[config.mk]
export PLATFORM = sky130hd
export DESIGN_NAME = packed_pattern_decoder
export DESIGN_NICKNAME = d
export VERILOG_FILES = /design/src/rtl/ppd_pkg.sv /design/src/rtl/packed_pattern_decoder.sv
export SDC_FILE = /design/constraint.sdc
export NUM_CORES = 1
export LEC_CHECK = 0
export ABC_AREA = 1
export BUFFER_PORTS_ARGS = -buffer_cell sky130_fd_sc_hd__buf_2
export CAP_MARGIN = 20
export CORE_MARGIN = 3
export CORE_UTILIZATION = 30
export DETAILED_ROUTE_END_ITERATION = 10
export PLACE_DENSITY_LB_ADDON = 0.3
export SLEW_MARGIN = 30
export SYNTH_ARGS = -nofsm -noshare
export SYNTH_HDL_FRONTEND = slang
export SYNTH_SLANG_ARGS = --single-unit
[constraint.sdc]
create_clock -name clk -period 6.4 [get_ports clk]
set_input_delay 0.32 -clock clk [delete_from_list [all_inputs] [get_ports clk]]
set_output_delay 0.32 -clock clk [all_outputs]
set_load 0.005 [all_outputs]
[src/rtl/ppd_pkg.sv]
`default_nettype none

package ppd_pkg;

  localparam int ROW_COUNT     = 64;
  localparam int CHANNEL_SLOTS = 32;
  localparam int ROW_W         = $clog2(ROW_COUNT + 1);

  localparam logic [7:0] NOTE_EMPTY = 8'hFF;
  localparam logic [3:0] NIB_OFF    = 4'hF;
  localparam logic [7:0] LETTER_S   = 8'd19;

  typedef enum logic [4:0] {
    EFF_NONE, EFF_A, EFF_B, EFF_C, EFF_D, EFF_E, EFF_F, EFF_G, EFF_H,
    EFF_I, EFF_J, EFF_K, EFF_L, EFF_O, EFF_P, EFF_Q, EFF_R,
    EFF_S3, EFF_S4, EFF_S8, EFF_SD, EFF_T, EFF_U, EFF_V, EFF_X
  } effect_code_t;

  typedef struct packed {
    logic [7:0] data_byte;
    logic       block_start;
  } in_beat_t;

  typedef struct packed {
    logic [5:0] row_index;
    logic [4:0] channel_index;
    logic       has_note;
    logic [7:0] note_value;
    logic       note_release;
    logic [7:0] instrument_number;
    logic       has_volume;
    logic [7:0] volume_value;
    logic       has_effect;
    logic [4:0] effect_code;
    logic [7:0] effect_argument;
  } out_beat_t;

  // effect letter number (1 = A) to dense code; S is decoded apart
  function automatic effect_code_t letter_code(input logic [7:0] letter);
    effect_code_t c;
    c = EFF_NONE;
    case (letter)
      8'd1:    c = EFF_A;
      8'd2:    c = EFF_B;
      8'd3:    c = EFF_C;
      8'd4:    c = EFF_D;
      8'd5:    c = EFF_E;
      8'd6:    c = EFF_F;
      8'd7:    c = EFF_G;
      8'd8:    c = EFF_H;
      8'd9:    c = EFF_I;
      8'd10:   c = EFF_J;
      8'd11:   c = EFF_K;
      8'd12:   c = EFF_L;
      8'd15:   c = EFF_O;
      8'd16:   c = EFF_P;
      8'd17:   c = EFF_Q;
      8'd18:   c = EFF_R;
      8'd20:   c = EFF_T;
      8'd21:   c = EFF_U;
      8'd22:   c = EFF_V;
      8'd24:   c = EFF_X;
      default: c = EFF_NONE;
    endcase
    return c;
  endfunction

  function automatic effect_code_t s_code(input logic [3:0] hi);
    effect_code_t c;
    c = EFF_NONE;
    case (hi)
      4'h3:    c = EFF_S3;
      4'h4:    c = EFF_S4;
      4'h8:    c = EFF_S8;
      4'hD:    c = EFF_SD;
      default: c = EFF_NONE;
    endcase
    return c;
  endfunction

endpackage

`default_nettype wire

[src/rtl/packed_pattern_decoder.sv]
`default_nettype none
// Channel  Ports                                Beat
// in       in_valid / in_ready / in_data        one pattern byte, block start flag
// out      out_valid / out_ready / out_data     one decoded cell
// cfg      cfg_valid / cfg_ready / cfg_data     active channel count, always ready
//
// One input beat per clock while the skid register is empty; the parser state updates in the cycle the beat is taken.
// A cell is registered into the output register, or into the skid register while the output is stalled.
// Results sit in an output register backed by a one-entry skid register;
// in_ready drops only while the skid register is full.
// rst_n is synchronous: parser waits for a block start, channel count is zero.

module packed_pattern_decoder (
  input  wire                  clk,
  input  wire                  rst_n,
  input  wire                  in_valid,
  output logic                 in_ready,
  input  wire ppd_pkg::in_beat_t in_data,
  output logic                 out_valid,
  input  wire                  out_ready,
  output ppd_pkg::out_beat_t   out_data,
  input  wire                  cfg_valid,
  output logic                 cfg_ready,
  input  wire [5:0]            cfg_data
);
  import ppd_pkg::*;

  typedef enum logic [2:0] {
    PH_WAIT, PH_LENHI, PH_LEAD, PH_NOTE, PH_INST, PH_VOL, PH_EFF, PH_ARG
  } phase_t;

  phase_t           phase_r, phase_nxt;
  logic [ROW_W-1:0] row_r, row_nxt;
  logic [15:0]      left_r, left_nxt;
  logic [7:0]       lead_r, lead_nxt;
  logic [7:0]       note_r, note_nxt;
  logic [7:0]       inst_r, inst_nxt;
  logic [7:0]       vol_r, vol_nxt;
  logic [7:0]       eff_r, eff_nxt;
  logic [5:0]       active_r;

  out_beat_t        out_r, skid_r, res_beat;
  logic             out_valid_r, skid_valid_r;

  logic             in_fire, emit, produce;
  logic [7:0]       b, arg;
  logic [15:0]      len_full;
  logic [3:0]       note_hi;
  logic [7:0]       note_val;
  effect_code_t     code;
  logic [7:0]       arg_out;

  assign in_ready  = !skid_valid_r;
  assign cfg_ready = 1'b1;
  assign in_fire   = in_valid && in_ready;
  assign b         = in_data.data_byte;
  assign len_full  = {b, left_r[7:0]};

  function automatic phase_t after_inst(input logic [7:0] l);
    phase_t p;
    if (l[6]) p = PH_VOL;
    else if (l[7]) p = PH_EFF;
    else p = PH_LEAD;
    return p;
  endfunction

  always_comb begin
    phase_nxt = phase_r;
    row_nxt   = row_r;
    left_nxt  = left_r;
    lead_nxt  = lead_r;
    note_nxt  = note_r;
    inst_nxt  = inst_r;
    vol_nxt   = vol_r;
    eff_nxt   = eff_r;
    emit      = 1'b0;
    arg       = 8'h00;
    if (in_data.block_start) begin
      left_nxt  = {8'h00, b};
      row_nxt   = '0;
      lead_nxt  = 8'h00;
      phase_nxt = PH_LENHI;
    end else begin
      if (phase_r != PH_WAIT && phase_r != PH_LENHI && phase_r != PH_LEAD
          && left_r != 16'd0) begin
        left_nxt = left_r - 16'd1;
      end
      case (phase_r)
        PH_WAIT: begin
        end
        PH_LENHI: begin
          left_nxt  = (len_full > 16'd2) ? len_full - 16'd2 : 16'd0;
          phase_nxt = PH_LEAD;
        end
        PH_LEAD: begin
          if (row_r < ROW_W'(ROW_COUNT) && left_r != 16'd0) begin
            left_nxt = left_r - 16'd1;
            if (b == 8'h00) begin
              row_nxt = row_r + ROW_W'(1);
            end else begin
              lead_nxt = b;
              note_nxt = 8'h00;
              inst_nxt = 8'h00;
              vol_nxt  = 8'h00;
              eff_nxt  = 8'h00;
              if (b[5]) phase_nxt = PH_NOTE;
              else phase_nxt = after_inst(b);
              emit = (phase_nxt == PH_LEAD);
            end
          end
        end
        PH_NOTE: begin
          note_nxt  = b;
          phase_nxt = PH_INST;
        end
        PH_INST: begin
          inst_nxt  = b;
          phase_nxt = after_inst(lead_r);
          emit      = (phase_nxt == PH_LEAD);
        end
        PH_VOL: begin
          vol_nxt   = b;
          phase_nxt = lead_r[7] ? PH_EFF : PH_LEAD;
          emit      = !lead_r[7];
        end
        PH_EFF: begin
          eff_nxt   = b;
          phase_nxt = PH_ARG;
        end
        PH_ARG: begin
          arg       = b;
          phase_nxt = PH_LEAD;
          emit      = 1'b1;
        end
        default: phase_nxt = PH_WAIT;
      endcase
    end
  end

  // cell built from the values as they stand after this byte
  assign note_hi  = note_nxt[7:4];
  assign note_val = {1'b0, note_hi, 3'b000} + {2'b00, note_hi, 2'b00}
                  + {4'h0, note_nxt[3:0]} + 8'd12;

  always_comb begin
    code    = EFF_NONE;
    arg_out = 8'h00;
    if (lead_nxt[7]) begin
      if (eff_nxt == LETTER_S) begin
        code    = s_code(arg[7:4]);
        arg_out = {4'h0, arg[3:0]};
      end else begin
        code    = letter_code(eff_nxt);
        arg_out = arg;
      end
    end
    res_beat.row_index         = row_r[5:0];
    res_beat.channel_index     = lead_nxt[4:0];
    res_beat.has_note          = lead_nxt[5];
    res_beat.note_release      = lead_nxt[5] && note_nxt != NOTE_EMPTY && note_hi == NIB_OFF;
    res_beat.note_value        = (lead_nxt[5] && note_nxt != NOTE_EMPTY && note_hi != NIB_OFF)
                                 ? note_val : 8'h00;
    res_beat.instrument_number = lead_nxt[5] ? inst_nxt : 8'h00;
    res_beat.has_volume        = lead_nxt[6];
    res_beat.volume_value      = lead_nxt[6] ? vol_nxt : 8'h00;
    res_beat.has_effect        = (code != EFF_NONE);
    res_beat.effect_code       = code;
    res_beat.effect_argument   = arg_out;
  end

  assign produce = in_fire && emit && ({1'b0, lead_nxt[4:0]} < active_r)
                   && ({1'b0, lead_nxt[4:0]} < 6'(CHANNEL_SLOTS));

  always_ff @(posedge clk) begin
    if (!rst_n) begin
      phase_r      <= PH_WAIT;
      row_r        <= '0;
      left_r       <= 16'd0;
      lead_r       <= 8'h00;
      note_r       <= 8'h00;
      inst_r       <= 8'h00;
      vol_r        <= 8'h00;
      eff_r        <= 8'h00;
      active_r     <= 6'd0;
      out_valid_r  <= 1'b0;
      skid_valid_r <= 1'b0;
    end else begin
      if (cfg_valid) active_r <= cfg_data;
      if (in_fire) begin
        phase_r <= phase_nxt;
        row_r   <= row_nxt;
        left_r  <= left_nxt;
        lead_r  <= lead_nxt;
        note_r  <= note_nxt;
        inst_r  <= inst_nxt;
        vol_r   <= vol_nxt;
        eff_r   <= eff_nxt;
      end
      if (!out_valid_r || out_ready) begin
        if (skid_valid_r) begin
          out_r        <= skid_r;
          out_valid_r  <= 1'b1;
          skid_valid_r <= 1'b0;
        end else begin
          out_valid_r <= produce;
          if (produce) out_r <= res_beat;
        end
      end else if (produce) begin
        skid_r       <= res_beat;
        skid_valid_r <= 1'b1;
      end
    end
  end

  assign out_valid = out_valid_r;
  assign out_data  = out_r;

  a_skid_behind_out: assert property (@(posedge clk) disable iff (!rst_n)
    skid_valid_r |-> out_valid_r)
    else $error("skid beat held with empty output register");

  a_skid_fill: assert property (@(posedge clk) disable iff (!rst_n)
    $rose(skid_valid_r) |-> $past(out_valid_r && !out_ready))
    else $error("skid filled while output could drain");

  a_effect_flag: assert property (@(posedge clk) disable iff (!rst_n)
    out_valid_r |-> (out_data.has_effect == (out_data.effect_code != 5'd0)))
    else $error("effect flag disagrees with code");

  a_release_value: assert property (@(posedge clk) disable iff (!rst_n)
    (out_valid_r && out_data.note_release)
      |-> (out_data.note_value == 8'h00 && out_data.has_note))
    else $error("note-off carries a note value");

  a_row_bound: assert property (@(posedge clk) disable iff (!rst_n)
    row_r <= ROW_W'(ROW_COUNT))
    else $error("row counter past end of pattern");

endmodule

`default_nettype wire

==> impl_metrics.ini, run 1 <==
[sta]
min_period_over_period_pct = 68.66
hold_viol_final = 0
fin_hold_ws_ps = 171.0
setup_tns_ps = 0
period_minus_slack_ps = 4394
max_freq_ghz = 0.2276
fin_ws_ps = 2006
grt_setup_unrepaired = no
final-max-slew-violation-count = 0
tightest_slew_ps = 885.2
setup_violations = 0
slew_headroom_pct = 40.85
fin_worst_skew_ps = 24.17

[route]
via_per_inst = 4.850
wl_mm = 25.52
route.detailed.drc = 0
met1_length_mm = 12.25
first_iter_violations = 769
detail-route-antenna-nets = 0
wl_per_cell_um = 15.72
dr.pass1.iters = 5
wl_met2_mm = 11.25
met3_length_mm = 1.534
dr_total_vias = 7871
top_layer_used = met4

[final_layout]
final_util_pct = 35.27
areaGrowthSynthToFinish_pct = 14.75
design_area_sq_um = 10900
layout-drive-gt1-share_pct = 14.34
fin_nets = 1261
n_antenna_cell = 0
fin_cells = 1623

[cts]
cts_root_buf = clkbuf_16
cts_made_buffers = 17
cts_tree = yes
cts.sinks = 178
clkTransAtPathRegs_ps = 70
clk_latency_ps = 430
ctsHoldBuffers = 0
clockBufferDepth = 2
post_cts_buffers = 0
cts_htree_levels = 4
cts_resized = 0

[synthesis]
netlist_instances = 1153
ys_warn_count = 0
postSynthAreaPerCell_sq_um = 8.239
ys_seq_area_share_pct = 48.47
ys_types = 52
syn_area_sq_um = 9499
synth-seq-cells = 178
async_reset_ff_share_pct = 0
synth_nets = 1200
yosys_most_used_dff = edfxtp_1
synth_edf_count = 104

[placed_design]
place_hpwl_mm = 18.22
dpl_cell_area_sq_um = 10270
dpl_worst_slack_ps = 1836
portBuffers = 73
gp_congestion = 0.9339
place_inst = 1590

[floorplan]
num_io_pins = 75
core_area_sq_um = 30910
rows = 64
initial_core_util_pct = 30.73
dieArea_sq_um = 33830
die_y_um = 183.9
fp.dieW_um = 183.9

[setup_path]
crit_arrival_ps = 4480
cp-start-kind = flip-flop
crit_start = left_r[1]$_SDFFE_PN0P_
required_ps = 6490
end_kind = flip-flop
path_class = reg -> reg
r2r-start = left_r[1]$_SDFFE_PN0P_
path_max_fanout = 30

[global_route]
grt_pass1_vias = 7373
grt_max_degree = 78
overflow = 0
antenna_found_initial = 0
grt_first_pass_wirelength_mm = 40.34
grt_use_total_pct = 15.14

[pwr]
ir_worst_vdd_mv = 0.1840
leakagePower_nw = 4.518
power.density_nw_per_um2 = 260.5
power_mw = 2.839

[outcome]
outcome = finished clean

[min_path]
hp-start = cfg_data[2]
hold_path.class = in -> reg

[job]
maxCapViolations = 0
==> logic make-up after synthesis <==
logic type / after synthesis / synth area share [%]
AND/OR/NAND/NOR: 443 / 21.38
flip-flops: 178 / 48.47
XOR/XNOR: 17 / 1.568
other: 1 / 0.03948
adder cells (fa/ha/maj): 27 / 3.714
buffers and inverters: 228 / 9.141
AO/OA/AOI/OAI: 259 / 15.69
==> path summary, 6_finish.rpt <==
kind,to,cells past startpoint,slack (ps)
worst min register to register,skid_r[48]$_DFFE_PP_,0,460
worst max-delay path,skid_r[45]$_DFFE_PP_,13,2010
worst max register to register,skid_r[45]$_DFFE_PP_,13,2010
worst min-delay path,active_r[2]$_SDFFE_PN0P_,3,170
==> state kept, by name (all words and copies together) (netlist names) <==
signal        count
skid_r           52
lead_r            8
eff_r             8
skid_valid_r      1
inst_r            8
vol_r             8
row_r             7
phase_r           3
out_valid         1
active_r          6
left_r           16
out_data         52
note_r            8
==> where the power goes <==
part           internal, mW  total [mW]  switching (mW)  leakage (nW)
clock                 0.621        1.08           0.456         0.284
combinational         0.155       0.498           0.343          2.73
sequential             1.24        1.26          0.0246          1.51
total                  2.02        2.84           0.824          4.52
==> cell usage after synthesis (13+ instances only) <==
cell	number	area, sq um
xor2_1	14	122.6
nor2_1	113	424.2
dfxtp_1	74	1481
ha_1	25	312.8
nor3_1	13	65.06
edfxtp_1	104	3123
inv_1	165	619.3
o211ai_1	16	120.1
a21oi_1	84	420.4
o22ai_1	28	175.2
inv_2	17	63.81
o21ai_0	89	445.4
nand3_1	31	155.2
nand2_1	227	852.1
clkbuf_1	31	116.4
==> layer usage <==
layer,global-route usage [%],vias up
met4,4.173,0
met5,0,-
li1,-,3954
met3,3.324,33
met1,21.58,3657
met2,23.22,227
==> layout by cell type, fill, tap and decap left out, types with 6 or more instances in the layout <==
| master | instances |
|---|---|
| nor2_2 | 7 |
| nor2_4 | 10 |
| nand4_1 | 10 |
| o21ai_0 | 89 |
| inv_2 | 17 |
| clkbuf_16 | 17 |
| ha_1 | 25 |
| nand2_4 | 8 |
| nand3_1 | 31 |
| nor3_1 | 13 |
| buf_4 | 7 |
| o211ai_1 | 16 |
| nand2_1 | 226 |
| o21ai_1 | 9 |
| a21oi_1 | 84 |
| xor2_1 | 14 |
| nor2_1 | 110 |
| o22ai_1 | 28 |
| edfxtp_1 | 104 |
| inv_1 | 165 |
| buf_2 | 73 |
| dfxtp_1 | 73 |
| nand2_2 | 9 |
| clkinv_1 | 6 |
==> layout make-up <==
class	instances	area (sq um)
flip-flops and latches	178	4606
repair buffers	81	445.4
clock inverters	11	156.4
multi-input cells	747	4046
clock buffers	21	440.4
inverters	189	710.7
fillers	3207	20010
well taps	396	495.5
==> critical path, cell delays in order, from the launching register on <==
cell and delay (ps):
dfxtp_1 380, inv_1 120, ha_1 260, nand2_4 130
nor2_4 60, a21oi_1 180, nand2_1 450, o32ai_1 460
ha_1 350, a21oi_1 150, o21a_1 120, nand4_1 200
nor2_4 740, buf_4 440
(Power assumes the default switching activity.)
==> run 2: changes to the inputs <==
clock period = 3.8 ns   (was 6.4 ns; I/O delays follow)
==> impl_metrics.ini, run 2 (same netlist as run 1, synthesis figures left out) <==
[outcome]
outcome = finished clean

[sta]
setup_violations = 0
grt_setup_unrepaired = no
hold_viol_final = 0
slew_headroom_pct = 45.76
max_freq_ghz = 0.2825
min_period_over_period_pct = 93.15
fin_ws_ps = 260.3
period_minus_slack_ps = 3540
final-max-slew-violation-count = 0
tightest_slew_ps = 808.6
fin_hold_ws_ps = 33.70
setup_tns_ps = 0
fin_worst_skew_ps = 16.33

[final_layout]
final_cell_mix = 226 x nand2_1, 165 x inv_1, 111 x nor2_1
areaGrowthSynthToFinish_pct = 16.40
fin_nets = 1275
layout-drive-gt1-share_pct = 15.79
final_common_cell = nand2_1
n_antenna_cell = 0
fin_cells = 1637

[pwr]
clkPwrFrac_pct = 38.7
p_sw_mw = 1.434
p_comb_share_pct = 17.4
ir_worst_vdd_mv = 0.3169
seqPwrFrac_pct = 43.9
swShare_pct = 29.57
intPower_mw = 3.417
leakagePower_nw = 4.599
power.density_nw_per_um2 = 438.8

[placed_design]
gp_congestion = 0.9446
portBuffers = 73
place_hpwl_mm = 18.46
dpl_worst_slack_ps = 197.7
place_inst = 1605

[cts]
clockBufferDepth = 2
cts_tree = yes
cts.sinks = 178
clk_latency_ps = 440
post_cts_buffers = 0
cts_made_buffers = 17
cts_root_buf = clkbuf_16
clkTransAtPathRegs_ps = 80
cts_htree_levels = 4

[global_route]
grt_max_degree = 62
grt_use_total_pct = 15.08
grt_first_pass_wirelength_mm = 40.17
antenna_found_initial = 1
grt_pass1_vias = 7258
overflow = 0

[floorplan]
fp.dieW_um = 183.9
core_area_sq_um = 30910
die_y_um = 183.9
initial_core_util_pct = 30.73
num_io_pins = 75
dieArea_sq_um = 33830
rows = 64

[setup_path]
rrSetupSlack_ps = 260
crit_arrival_ps = 3730
path_max_fanout = 8
rr_worst_depth = 20
cp-start-kind = flip-flop
r2r_end = out_data[37]$_DFFE_PP_
required_ps = 4000
end_kind = flip-flop
r2r-start = left_r[1]$_SDFFE_PN0P_
path_class = reg -> reg

[route]
route.detailed.drc = 0
detail-route-antenna-nets = 0
via_per_inst = 4.827
wl_per_cell_um = 15.59
dr_total_vias = 7901
dr.pass1.iters = 6
first_iter_violations = 762
wl_mm = 25.53

[min_path]
whs_endpoint = active_r[1]$_SDFFE_PN0P_
hp-start = cfg_data[1]
hold_path_depth = 3
hold_path.class = in -> reg

[job]
maxCapViolations = 0
run 2: cell types whose count changed in the layout (fill, tap and decap cells not counted), sizes merged:
cell	previous run	this run
clkbuf	21	17
buf	81	95
clkinvlp	2	3
inv	185	188
run 2: worst max path at each step:
stage,from,endpoint,cells after the start
floorplan,left_r[1]$_SDFFE_PN0P_,out_data[0]$_DFFE_PP_,15
global placement,left_r[1]$_SDFFE_PN0P_,out_data[37]$_DFFE_PP_,20
global route,left_r[1]$_SDFFE_PN0P_,out_data[37]$_DFFE_PP_,20
finish,left_r[1]$_SDFFE_PN0P_,out_data[37]$_DFFE_PP_,20
CTS,left_r[1]$_SDFFE_PN0P_,out_data[38]$_DFFE_PP_,18
detailed placement,left_r[1]$_SDFFE_PN0P_,out_data[38]$_DFFE_PP_,18
run 2: routing by layer:
metal / wire (um) / vias to the layer above / track usage [%]
li1: - / 3976 / -
met3: 1202 / 25 / 2.117
met1: 12480 / 3683 / 21.70
met4: 362 / 2 / 4.052
met5: 13 / - / 0
met2: 11470 / 215 / 23.83
run 2: cell type report:
type                       count  area [sq um]
clock buffer                  17         425.4
clock inverter                15         200.2
fill                        3227         19850
inverter                     189         709.4
multi-input combinational    747          4065
sequential                   178          4606
tap                          396         495.5
timing repair buffer          95         555.5
run 2: through the flow:
step | cell area [sq um] | util (%) | power [mW]
after floorplan | 9514 | - | 2.775
final | 11060 | 35.77 | 4.851
after detailed placement | 10410 | 33.68 | 3.002
after global placement | 10410 | 33.68 | 2.996
after global routing | 11060 | 35.77 | 5.072
after CTS | 11040 | 35.70 | 4.880
run 2: power groups by stage:
| stage | combinational, mW | clock [mW] | sequential (mW) |
|---|---|---|---|
| 2_1_floorplan | 0.616 | 0 | 2.16 |
| 3_3_place_gp | 0.826 | 0 | 2.17 |
| 3_5_place_dp | 0.831 | 0 | 2.17 |
| 4_1_cts | 0.835 | 1.92 | 2.13 |
| 5_1_grt | 0.948 | 1.99 | 2.14 |
| 6_report | 0.845 | 1.88 | 2.13 |
run 2: critical path: stages, from the launching register on:
cell,delay [ps]
dfxtp_1,340
inv_1,150
ha_2,250
nand2_4,90
nor2_4,140
nand2_4,80
nand3_4,110
nand2_4,80
nand3_1,90
inv_2,100
o22ai_2,150
inv_1,90
ha_1,320
fa_1,390
inv_1,60
ha_1,170
fa_1,420
inv_1,70
nor2_1,50
nand2_1,80
nand2_1,50
run 2: what timing repair did:
| item | 4_1_cts | 5_1_grt |
|---|---|---|
| hold buffers | 0 | 0 |
| setup endpoints to repair | 0 | 3 |
| resized for setup | 0 | 4 |
